File: config.mk
export PLATFORM = sky130hd
export DESIGN_NAME = rvx_ctrl
export DESIGN_NICKNAME = d
export VERILOG_FILES = /design/src/hw/rtl/rvx_pkg.sv /design/src/hw/rtl/rvx_ctrl.sv
export SDC_FILE = /design/constraint.sdc
export NUM_CORES = 1
export LEC_CHECK = 0
export BUFFER_PORTS_ARGS = -buffer_cell sky130_fd_sc_hd__buf_4
export CAP_MARGIN = 20
export CORE_AREA = 2 2 39 41
export CTS_CLUSTER_SIZE = 28
export DETAILED_ROUTE_END_ITERATION = 16
export DIE_AREA = 0 0 41 43
export SYNTH_ARGS = -nofsm -noshare
export SYNTH_HDL_FRONTEND = slang
export SYNTH_SLANG_ARGS = --single-unit
File: constraint.sdc
create_clock -name clk -period 1.2 [get_ports clk]
set_input_delay 0.24 -clock clk [delete_from_list [all_inputs] [get_ports clk]]
set_output_delay 0.24 -clock clk [all_outputs]
set_load 0.1 [all_outputs]
File: src/hw/rtl/rvx_pkg.sv
// shared constants, codes and interface types of the rv32im subset executor
`timescale 1ns / 1ps
package rvx_pkg;

  localparam int DMEM_WORDS = 4096;
  localparam int DMEM_AW    = $clog2(DMEM_WORDS);
  localparam int RF_DEPTH   = 32;
  localparam int DIV_STEPS  = 32;
  localparam int DIV_CW     = $clog2(DIV_STEPS);

  localparam logic [31:0] RESET_PC    = 32'h8000_0000;
  localparam logic [31:0] EBREAK_WORD = 32'h0010_0073;
  localparam logic [31:0] ALL_ONES    = 32'hffff_ffff;
  localparam logic [4:0]  A0_IDX      = 5'd10;
  localparam logic [4:0]  X0_IDX      = 5'd0;

  localparam logic [6:0] OP_BRANCH = 7'h63;
  localparam logic [6:0] OP_LOAD   = 7'h03;
  localparam logic [6:0] OP_STORE  = 7'h23;
  localparam logic [6:0] OP_IMM    = 7'h13;
  localparam logic [6:0] OP_REG    = 7'h33;
  localparam logic [6:0] OP_LUI    = 7'h37;
  localparam logic [6:0] OP_AUIPC  = 7'h17;
  localparam logic [6:0] OP_JAL    = 7'h6f;
  localparam logic [6:0] OP_JALR   = 7'h67;
  localparam logic [6:0] OP_SYSTEM = 7'h73;

  localparam logic [6:0] F7_BASE   = 7'h00;
  localparam logic [6:0] F7_ALT    = 7'h20;
  localparam logic [6:0] F7_MULDIV = 7'h01;

  typedef enum logic [2:0] {
    ST_EXEC    = 3'd0,
    ST_GOOD    = 3'd1,
    ST_BAD     = 3'd2,
    ST_INVALID = 3'd3,
    ST_IGNORED = 3'd4
  } status_t;

  typedef enum logic [2:0] {
    SEL_ALU,
    SEL_LOAD,
    SEL_MUL_LO,
    SEL_MUL_HI,
    SEL_DIV
  } res_sel_t;

  typedef struct packed {
    logic accept;
    logic dec;
    logic commit;
  } ctrl_cmd_t;

  typedef struct packed {
    logic is_div;
    logic div_busy;
  } dp_stat_t;

endpackage

File: src/hw/rtl/rvx_ctrl.sv
// sequencing state machine and output word handshake
`timescale 1ns / 1ps
module rvx_ctrl import rvx_pkg::*; (
  input  logic      clk,
  input  logic      rst_n,
  input  logic      in_valid,
  output logic      in_ready,
  output logic      out_valid,
  input  logic      out_ready,
  input  dp_stat_t  stat,
  output ctrl_cmd_t cmd
);

  typedef enum logic [1:0] {
    S_IDLE,
    S_DEC,
    S_DIV,
    S_FIN
  } state_t;

  state_t state_r, state_nxt;
  logic   out_valid_r, out_valid_nxt;

  always_comb begin
    cmd.accept = (state_r == S_IDLE) & in_valid;
    cmd.dec    = (state_r == S_DEC);
    cmd.commit = (state_r == S_FIN) & (~out_valid_r | out_ready);
    state_nxt  = state_r;
    case (state_r)
      S_IDLE: begin
        if (in_valid) state_nxt = S_DEC;
      end
      S_DEC: begin
        state_nxt = stat.is_div ? S_DIV : S_FIN;
      end
      S_DIV: begin
        if (!stat.div_busy) state_nxt = S_FIN;
      end
      S_FIN: begin
        if (cmd.commit) state_nxt = S_IDLE;
      end
      default: state_nxt = S_IDLE;
    endcase
    if (cmd.commit) begin
      out_valid_nxt = 1'b1;
    end else if (out_ready) begin
      out_valid_nxt = 1'b0;
    end else begin
      out_valid_nxt = out_valid_r;
    end
  end

  always_ff @(posedge clk) begin
    if (!rst_n) begin
      state_r     <= S_IDLE;
      out_valid_r <= 1'b0;
    end else begin
      state_r     <= state_nxt;
      out_valid_r <= out_valid_nxt;
    end
  end

  assign in_ready  = (state_r == S_IDLE);
  assign out_valid = out_valid_r;

endmodule

==> results of run 1 <==
[what timing repair did]
item                       in CTS  in global routing
setup endpoints to repair       5                  6
buffers inserted                3                  2
pin swaps                       4                  4
gates resized for setup        21                  5
[state kept, by name, indices dropped and copies added (netlist names)]
| name | cells |
|---|---|
| state_r | 2 |
| out_valid | 1 |
[metal layers]
metal / GRT usage (%) / part of all wire [%]
met5: 0 / 0
met1: 10.5 / 42
met3: 7.85 / 8.0
met4: 2.00 / 0
met2: 12.5 / 50
[metrics by stage]
stage	area [um^2]	utilization [%]	setup TNS [ns]	cells
after CTS	524	37.9	-0.726	61
after global routing	564	40.8	-0.946	63
after detailed placement	385	27.8	-0.110	54
final	564	40.8	-0.644	63
after global placement	385	27.8	-0.0810	54
after floorplan	287	-	-0.377	27
[synthesized netlist by cell type]
master,instances
nor2_1,2
nor2b_1,1
nand3_2,1
nand2b_4,1
nand2_1,1
inv_1,3
and2_2,1
nand3b_4,1
a21oi_2,1
buf_4,1
ha_1,4
and2b_1,1
o311a_1,1
dfxtp_1,3
nand2_2,1
nand4_1,1
o22ai_1,1
a31o_1,2
[kinds of logic (layout without fill, tap and decap cells)]
logic type                 count (synthesis)  after routing
DFF                                        3              3
buffers and inverters                      4             24
adders and majority gates                  4              4
AOI/OAI and AO/OA                          5              5
and+or+nand+nor                           11             11
[how the worst max path moves through the flow]
stage	from	endpoint	slack, ns	cells after the start
2_1_floorplan	state_r[1]$_SDFFE_PN0P_	cmd[2]	-0.19	3
4_1_cts	state_r[1]$_SDFFE_PN0P_	cmd[2]	-0.17	4
6_report	state_r[1]$_SDFFE_PN0P_	cmd[2]	-0.15	4
5_1_grt	state_r[1]$_SDFFE_PN0P_	cmd[2]	-0.20	4
3_3_place_gp	state_r[1]$_SDFFE_PN0P_	cmd[2]	-0.04	4
3_5_place_dp	state_r[1]$_SDFFE_PN0P_	cmd[0]	-0.05	3
[cell type report]
type	instances	area (um^2)	area share, %
Multi-Input combinational cell	20	245	43.5
Timing Repair Buffer	17	185	32.8
Inverter	3	16.3	2.88
Clock buffer	4	26.3	4.66
Sequential cell	3	71.3	12.6
Tap cell	16	20.0	3.55
==> results.sh, run 1 <==
export IMPL_worstMarginPinSlew_ns=0.279
export IMPL_die_h_um=43
export IMPL_grt_pass1_wl_um=1010
export IMPL_syn_cell_area_um2=260
export IMPL_h_tree_depth=1
export IMPL_worstReg2RegStart="state_r[1]$_SDFFE_PN0P_"
export IMPL_r2r_setup_slack_ns=-0.07
export IMPL_crit_family="flip-flops"
export IMPL_dieArea_um2=1760
export IMPL_syn_inst=27
export IMPL_ys_warnings_count=0
export IMPL_wl_per_cell_um=10.5
export IMPL_status="finished with violations"
export IMPL_grt_overflow=0
export IMPL_synth_adder_area_share_pct=19.2
export IMPL_routed_wl_um=660
export IMPL_endpoint_kind="output port"
export IMPL_critPathMaxStageDelay_ns=0.37
export IMPL_yosys_area_share_simple_pct=34.1
export IMPL_insertion_delay_ns=0.23
export IMPL_worstReg2RegEnd="state_r[0]$_SDFFE_PN0P_"
export IMPL_grt_pass1_vias=256
export IMPL_nFillCells=144
export IMPL_cts_buffers=3
export IMPL_hp_class="input port to flip-flop"
export IMPL_final_cell_mix="buf_4, ha_4, buf_12"
export IMPL_relSlewSlack_pct=81.6
export IMPL_setup_violations=5
export IMPL_globalplace_congestion=0.699
export IMPL_dp_hpwl_um=464
export IMPL_cp_arrival_ns=1.11
export IMPL_path_cells="inv_4 > ha_4 > and2_4 > buf_12"
export IMPL_area_growth_pct=117
export IMPL_reg2reg_depth=6
export IMPL_drt_initial_drc_count=7
export IMPL_dpl_worst_slack_ns=-0.0532
export IMPL_antennaDiodeCount=0
export IMPL_synth_top_area_share_pct=23.1
export IMPL_vias_per_cell=4.24
export IMPL_worst_slack_ns=-0.145
export IMPL_ant_nets=0
export IMPL_clkTransAtPathRegs_ns=0.04
export IMPL_required_ns=0.96
export IMPL_ys_seq_area_share_pct=23.1
export IMPL_firstDrtPassIters=4
export IMPL_synth_compound_area_share_pct=16.3
export IMPL_synth_top_family_by_area="simple AND/OR/NAND/NOR gates"
export IMPL_start_util_pct=18.8
export IMPL_root_buffer="clkbuf_4"
export IMPL_cp_max_fo=4
export IMPL_violations="negative setup slack"
export IMPL_drive_gt1_share_pct=76.6
export IMPL_hold_depth=2
export IMPL_max_freq_mhz=743
export IMPL_period_share_pct=112
export IMPL_cts_tree="built"
export IMPL_min_delay_start="rst_n"
export IMPL_synth_cell_types=18
export IMPL_synthesis_nets=37
export IMPL_layout_commonest_cell="buf_4"
export IMPL_timing_hold_ws_ns=0.265
export IMPL_muxShareOfSynthArea_pct=0
export IMPL_fp_dieW_um=41
export IMPL_vias=267
export IMPL_ctsHoldBuffers=0
export IMPL_synth_seq_cells=3
export IMPL_remaining_drc_errors=0
export IMPL_holdPathEnd="state_r[0]$_SDFFE_PN0P_"
export IMPL_synth_top_area_cell="dfxtp_1"
export IMPL_drv_cap=0
export IMPL_fin_nets=58
export IMPL_hold_viol=0
export IMPL_grt_max_degree=5
export IMPL_synthXorXnorAreaFrac_pct=0
export IMPL_cts_num_sinks=3
export IMPL_skew_ns=0.000582
export IMPL_crit_buf_inv=2
export IMPL_min_period_ns=1.35
export IMPL_syn_area_per_cell_um2=9.64
export IMPL_antenna_found_initial=0
export IMPL_grt_use_total_pct=9.12
export IMPL_critPathSlowestCell="dfxtp_4"
export IMPL_clockBufferDepth=2
export IMPL_cp_start_kind="flip-flop"
export IMPL_core_um2=1380
export IMPL_maxSlewViolCount=0
export IMPL_rsz0062_at_grt="yes"
export IMPL_rows=14
export IMPL_synth_area_leaders="dfxtp_1, ha_1, nand3b_4"
export IMPL_path_class="flip-flop to output port"
export IMPL_io_pins=11
export IMPL_io_buffers=10
Power of run 1 is left out: the tool's default activity adds up to more than one toggle a clock period on the data nets, which glitch-free logic cannot reach.
==> run 2: changes to the inputs <==
--- a/constraint.sdc
+++ b/constraint.sdc
@@ -3,2 +3,2 @@
 set_output_delay 0.24 -clock clk [all_outputs]
-set_load 0.1 [all_outputs]
+set_load 0.005 [all_outputs]
==> results.sh, run 2 (synthesized netlist as in run 1, its figures left out) <==
export IMPL_die_h_um=43
export IMPL_cp_arrival_ns=1.05
export IMPL_skew_ns=0.000519
export IMPL_cp_start_kind="flip-flop"
export IMPL_dp_hpwl_um=378
export IMPL_violations="negative setup slack"
export IMPL_period_share_pct=107
export IMPL_status="finished with violations"
export IMPL_multi_input_area_um2=228
export IMPL_worstMarginPinSlew_ns=0.173
export IMPL_ant_nets=0
export IMPL_p_per_area_nw_per_um2=2360
export IMPL_min_period_ns=1.29
export IMPL_fp_dieW_um=41
export IMPL_comb_power_share_pct=65.6
export IMPL_root_buffer="clkbuf_4"
export IMPL_drive_gt1_share_pct=71.7
export IMPL_power_leakage_nw=0.253
export IMPL_cp_max_fo=4
export IMPL_final_cell_mix="buf_4, buf_6, ha_4, clkbuf_4"
export IMPL_ir_drop_uv=649
export IMPL_nFillCells=152
export IMPL_cts_buffers=3
export IMPL_rsz0062_at_grt="yes"
export IMPL_insertion_delay_ns=0.23
export IMPL_dieArea_um2=1760
export IMPL_antennaDiodeCount=0
export IMPL_crit_buf_inv=2
export IMPL_io_buffers=10
export IMPL_timing_hold_ws_ns=0.252
export IMPL_stdcell_area_um2=500
export IMPL_required_ns=0.96
export IMPL_seq_area_um2=67.6
export IMPL_start_util_pct=18.8
export IMPL_maxSlewViolCount=0
export IMPL_grt_overflow=0
export IMPL_drv_cap=0
export IMPL_relSlewSlack_pct=88.5
export IMPL_globalplace_congestion=0.749
export IMPL_seq_power_share_pct=19.3
export IMPL_grt_use_total_pct=7.92
export IMPL_path_class="flip-flop to output port"
export IMPL_worst_slack_ns=-0.0886
export IMPL_total_power_mw=1.18
export IMPL_crit_family="flip-flops"
export IMPL_placed_area_um2=352
export IMPL_grt_pass1_wl_um=869
export IMPL_antenna_found_initial=0
export IMPL_endpoint_kind="output port"
export IMPL_setup_violations=4
export IMPL_p_int_mw=0.771
export IMPL_pwr_share_clk_pct=15.1
export IMPL_worstSetupPathDepth=4
export IMPL_rows=14
export IMPL_hp_class="input port to flip-flop"
export IMPL_critPathMaxStageDelay_ns=0.37
export IMPL_remaining_drc_errors=0
export IMPL_h_tree_depth=1
export IMPL_vias_per_cell=4.18
export IMPL_io_pins=11
export IMPL_vias=259
export IMPL_area_growth_pct=92.3
export IMPL_cts_tree="built"
export IMPL_fin_nets=57
export IMPL_grt_max_degree=5
export IMPL_power_share_switching_pct=34.9
export IMPL_core_um2=1380
export IMPL_ctsHoldBuffers=0
export IMPL_critPathSlowestCell="dfxtp_4"
export IMPL_grt_pass1_vias=219
export IMPL_max_freq_mhz=776
export IMPL_cts_num_sinks=3
export IMPL_path_cells="inv_4 > ha_4 > and2_4 > buf_6"
export IMPL_hold_viol=0
export IMPL_firstDrtPassIters=1
export IMPL_hold_depth=2
export IMPL_reg2reg_depth=6
export IMPL_regMostFlops="state_r"
export IMPL_clockBufferDepth=2
export IMPL_p_switching_mw=0.412
export IMPL_clkTransAtPathRegs_ns=0.04
export IMPL_dpl_worst_slack_ns=-0.0549
export IMPL_routed_wl_um=577
export IMPL_wl_per_cell_um=9.31
export IMPL_drt_initial_drc_count=0
export IMPL_layout_commonest_cell="buf_4"
export IMPL_largest_register_ffs=2
run 2: cell count changes in the layout (fill, tap and decap cells not counted), sizes merged:
| cell | before | now |
|---|---|---|
| buf | 17 | 16 |
run 2: area by class of cell:
| type | count | share of cell area [%] |
|---|---|---|
| Tap cell | 16 | 4.00 |
| Inverter | 3 | 3.25 |
| Sequential cell | 3 | 13.5 |
| Timing Repair Buffer | 16 | 28.5 |
| Clock buffer | 4 | 5.25 |
| Multi-Input combinational cell | 20 | 45.5 |
run 2: power by group through the flow:
stage / logic [mW] / registers [mW] / clock network (mW)
detailed placement: 0.451 / 0.187 / 0
floorplan: 0.311 / 0.179 / 0
global route: 0.864 / 0.236 / 0.202
CTS: 0.638 / 0.225 / 0.192
global placement: 0.447 / 0.188 / 0
finish: 0.777 / 0.228 / 0.178
run 2: layer usage:
layer  vias to the layer above  global-route usage, %  part of all wire [%]
met2                         7                   10.9                    53
met5                         -                      0                     0
li1                        133                      -                     -
met4                         0                   2.00                     0
met1                       119                   8.33                    41
met3                         0                   7.85                   5.9
run 2: timing repair:
item	in CTS	in global routing
setup buffers	4	2
pin swaps	1	5
gates resized for setup	12	8
setup endpoints to repair	6	6
run 2: worst paths after layout:
check	startpoint	end	slack [ns]
max	state_r[1]$_SDFFE_PN0P_	cmd[2]	-0.09
min	rst_n	state_r[0]$_SDFFE_PN0P_	0.25
max reg2reg	state_r[1]$_SDFFE_PN0P_	state_r[0]$_SDFFE_PN0P_	-0.07
min reg2reg	state_r[0]$_SDFFE_PN0P_	state_r[0]$_SDFFE_PN0P_	0.65
run 2: per-stage QoR:
step	instances	utilization [%]	setup TNS, ns
floorplan	27	-	0
global placement	52	25.4	-0.0563
detailed placement	52	25.4	-0.0549
CTS	60	32.3	-0.355
global route	62	36.2	-0.557
finish	62	36.2	-0.258
Note: power is estimated with default switching activity, not from simulation.
==> run 3: changes to the inputs <==
- ABC_AREA: unset -> 1
==> results.sh, run 3 <==
export IMPL_status="finished with violations"
export IMPL_hp_class="input port to flip-flop"
export IMPL_worstReg2RegStart="state_r[0]$_SDFFE_PN0P_"
export IMPL_cp_start_kind="flip-flop"
export IMPL_syn_inst=33
export IMPL_worst_slack_ns=-0.0292
export IMPL_synthXorXnorAreaFrac_pct=0
export IMPL_ir_drop_uv=652
export IMPL_ys_warnings_count=0
export IMPL_synth_compound_area_share_pct=7.65
export IMPL_fin_setup_tns_ns=-0.0656
export IMPL_synthesis_nets=43
export IMPL_p_per_area_nw_per_um2=2370
export IMPL_fin_nets=59
export IMPL_maxSlewViolCount=0
export IMPL_core_um2=1380
export IMPL_clkTransAtPathRegs_ns=0.03
export IMPL_grt_pass1_wl_um=834
export IMPL_wl_per_cell_um=7.67
export IMPL_dp_hpwl_um=375
export IMPL_r2r_setup_slack_ns=0.03
export IMPL_insertion_delay_ns=0.23
export IMPL_setup_violations=3
export IMPL_muxShareOfSynthArea_pct=0
export IMPL_synth_top_area_share_pct=26.2
export IMPL_synthMostInstantiatedCell="nand2_1"
export IMPL_synth_top_area_cell="dfxtp_1"
export IMPL_required_ns=0.96
export IMPL_cp_arrival_ns=0.99
export IMPL_synth_area_leaders="dfxtp_1, ha_1, nand2_1"
export IMPL_die_h_um=43
export IMPL_drv_cap=0
export IMPL_grt_overflow=0
export IMPL_power_share_switching_pct=38.5
export IMPL_seq_power_share_pct=24.6
export IMPL_p_int_mw=0.598
export IMPL_io_buffers=10
export IMPL_hold_viol=0
export IMPL_critPathSlowestCell="dfxtp_4"
export IMPL_firstDrtPassIters=2
export IMPL_remaining_drc_errors=0
export IMPL_relSlewSlack_pct=89.9
export IMPL_reg2reg_depth=8
export IMPL_hold_depth=3
export IMPL_crit_family="flip-flops"
export IMPL_grt_use_total_pct=7.21
export IMPL_largest_register_ffs=2
export IMPL_synth_edf_count=0
export IMPL_worstSetupPathDepth=5
export IMPL_area_growth_pct=79.2
export IMPL_max_freq_mhz=814
export IMPL_fp_dieW_um=41
export IMPL_rows=14
export IMPL_min_delay_start="rst_n"
export IMPL_drive_gt1_share_pct=58.3
export IMPL_critPathMaxStageDelay_ns=0.37
export IMPL_root_buffer="clkbuf_4"
export IMPL_crit_buf_inv=3
export IMPL_vias=234
export IMPL_h_tree_depth=1
export IMPL_ctsHoldBuffers=0
export IMPL_syn_cell_area_um2=229
export IMPL_cts_buffers=3
export IMPL_layout_commonest_cell="buf_4"
export IMPL_synth_seq_cells=3
export IMPL_vias_per_cell=3.66
export IMPL_violations="negative setup slack"
export IMPL_synth_top_family_by_area="simple AND/OR/NAND/NOR gates"
export IMPL_cts_num_sinks=3
export IMPL_ant_nets=0
export IMPL_p_switching_mw=0.375
export IMPL_skew_ns=0.000442
export IMPL_grt_pass1_vias=230
export IMPL_io_pins=11
export IMPL_antennaDiodeCount=0
export IMPL_synth_async_reset_ratio_pct=0
export IMPL_routed_wl_um=491
export IMPL_start_util_pct=16.5
export IMPL_final_cell_mix="buf_4, nand2_1, nor2_1"
export IMPL_cp_max_fo=4
export IMPL_synth_adder_area_share_pct=21.9
export IMPL_cts_tree="built"
export IMPL_worstReg2RegEnd="state_r[1]$_SDFFE_PN0P_"
export IMPL_comb_power_share_pct=57.8
export IMPL_antenna_found_initial=0
export IMPL_endpoint_kind="output port"
export IMPL_yosys_area_share_simple_pct=31.1
export IMPL_regMostFlops="state_r"
export IMPL_dieArea_um2=1760
export IMPL_path_class="flip-flop to output port"
export IMPL_synth_commonest_cells="nand2_1, inv_1, ha_1, nor2_1, dfxtp_1"
export IMPL_clockBufferDepth=2
export IMPL_period_share_pct=102
export IMPL_syn_area_per_cell_um2=6.94
export IMPL_post_route_util_pct=29.7
export IMPL_worstMarginPinSlew_ns=0.152
export IMPL_synth_ff_type="dfxtp_1"
export IMPL_pwr_share_clk_pct=17.6
export IMPL_globalplace_congestion=0.693
export IMPL_power_leakage_nw=0.199
export IMPL_holdPathEnd="state_r[0]$_SDFFE_PN0P_"
export IMPL_min_period_ns=1.23
export IMPL_rsz0062_at_grt="yes"
export IMPL_ys_seq_area_share_pct=26.2
export IMPL_grt_max_degree=5
export IMPL_drt_initial_drc_count=2
export IMPL_synth_cell_types=11
export IMPL_path_cells="inv_4 > ha_4 > nand2_2 > inv_2 > buf_6"
run 3: changes by cell type after synthesis, moves of 2 or more:
cell     delta
nand2_1     +8
nor2_1      +2
inv_1       +3
a31o_1      -2
a21oi_1     +2
run 3: power groups by stage:
stage	combinational, mW	sequential (mW)	clock (mW)
final	0.562	0.239	0.171
after global routing	0.643	0.250	0.195
after CTS	0.542	0.238	0.183
after detailed placement	0.410	0.183	0
after global placement	0.404	0.183	0
after floorplan	0.265	0.174	0
run 3: how the worst max path moves through the flow:
stage                            start                 endpoint
6_report       state_r[1]$_SDFFE_PN0P_                   cmd[2]
2_1_floorplan  state_r[0]$_SDFFE_PN0P_  state_r[0]$_SDFFE_PN0P_
3_3_place_gp   state_r[0]$_SDFFE_PN0P_  state_r[1]$_SDFFE_PN0P_
5_1_grt        state_r[0]$_SDFFE_PN0P_                   cmd[2]
4_1_cts        state_r[1]$_SDFFE_PN0P_                   cmd[2]
3_5_place_dp   state_r[0]$_SDFFE_PN0P_  state_r[0]$_SDFFE_PN0P_
run 3: metrics by stage:
step	total power [mW]	setup slack (ns)	cells	hold WS, ns	area, um^2
after floorplan	0.440	0.0928	33	0.360	229
after CTS	0.963	-0.0577	64	0.243	403
after global placement	0.587	0.0257	58	0.485	317
final	0.973	-0.0292	64	0.251	410
after global routing	1.09	-0.0864	64	0.267	410
after detailed placement	0.593	0.00702	58	0.492	317
run 3: per-layer routing:
| layer | wire length [um] | track usage [%] | share of wire, % | vias up |
|---|---|---|---|---|
| li1 | - | - | - | 131 |
| met1 | 240 | 8.63 | 49 | 94 |
| met2 | 207 | 9.38 | 42 | 9 |
| met3 | 44 | 3.14 | 9.0 | 0 |
| met4 | 0 | 6.00 | 0 | 0 |
| met5 | 0 | 0 | 0 | - |
run 3: worst min-delay path, stage by stage:
cell,delay [ns]
buf_4,0.12
nand2_1,0.05
nor2_1,0.03
run 3: cells by family (layout without fill, tap and decap cells):
| family | after synthesis | count (layout) |
|---|---|---|
| AOI/OAI and AO/OA | 3 | 3 |
| adders and majority gates | 4 | 4 |
| buffers and inverters | 7 | 22 |
| DFF | 3 | 3 |
| and+or+nand+nor | 16 | 16 |
run 3: timing repair:
action | in CTS | in global routing
setup endpoints to repair | 4 | 6
gates resized for setup | 15 | 4
pin swaps | 3 | 6
cloned | 0 | 0
buffers inserted | 2 | 0
run 3: cell type report:
cell class,count,area [um^2]
clock buffer,4,26.3
fill,154,973
inverter,6,27.5
multi-input combinational,23,175
sequential,3,67.6
tap,16,20.0
timing repair buffer,12,93.8
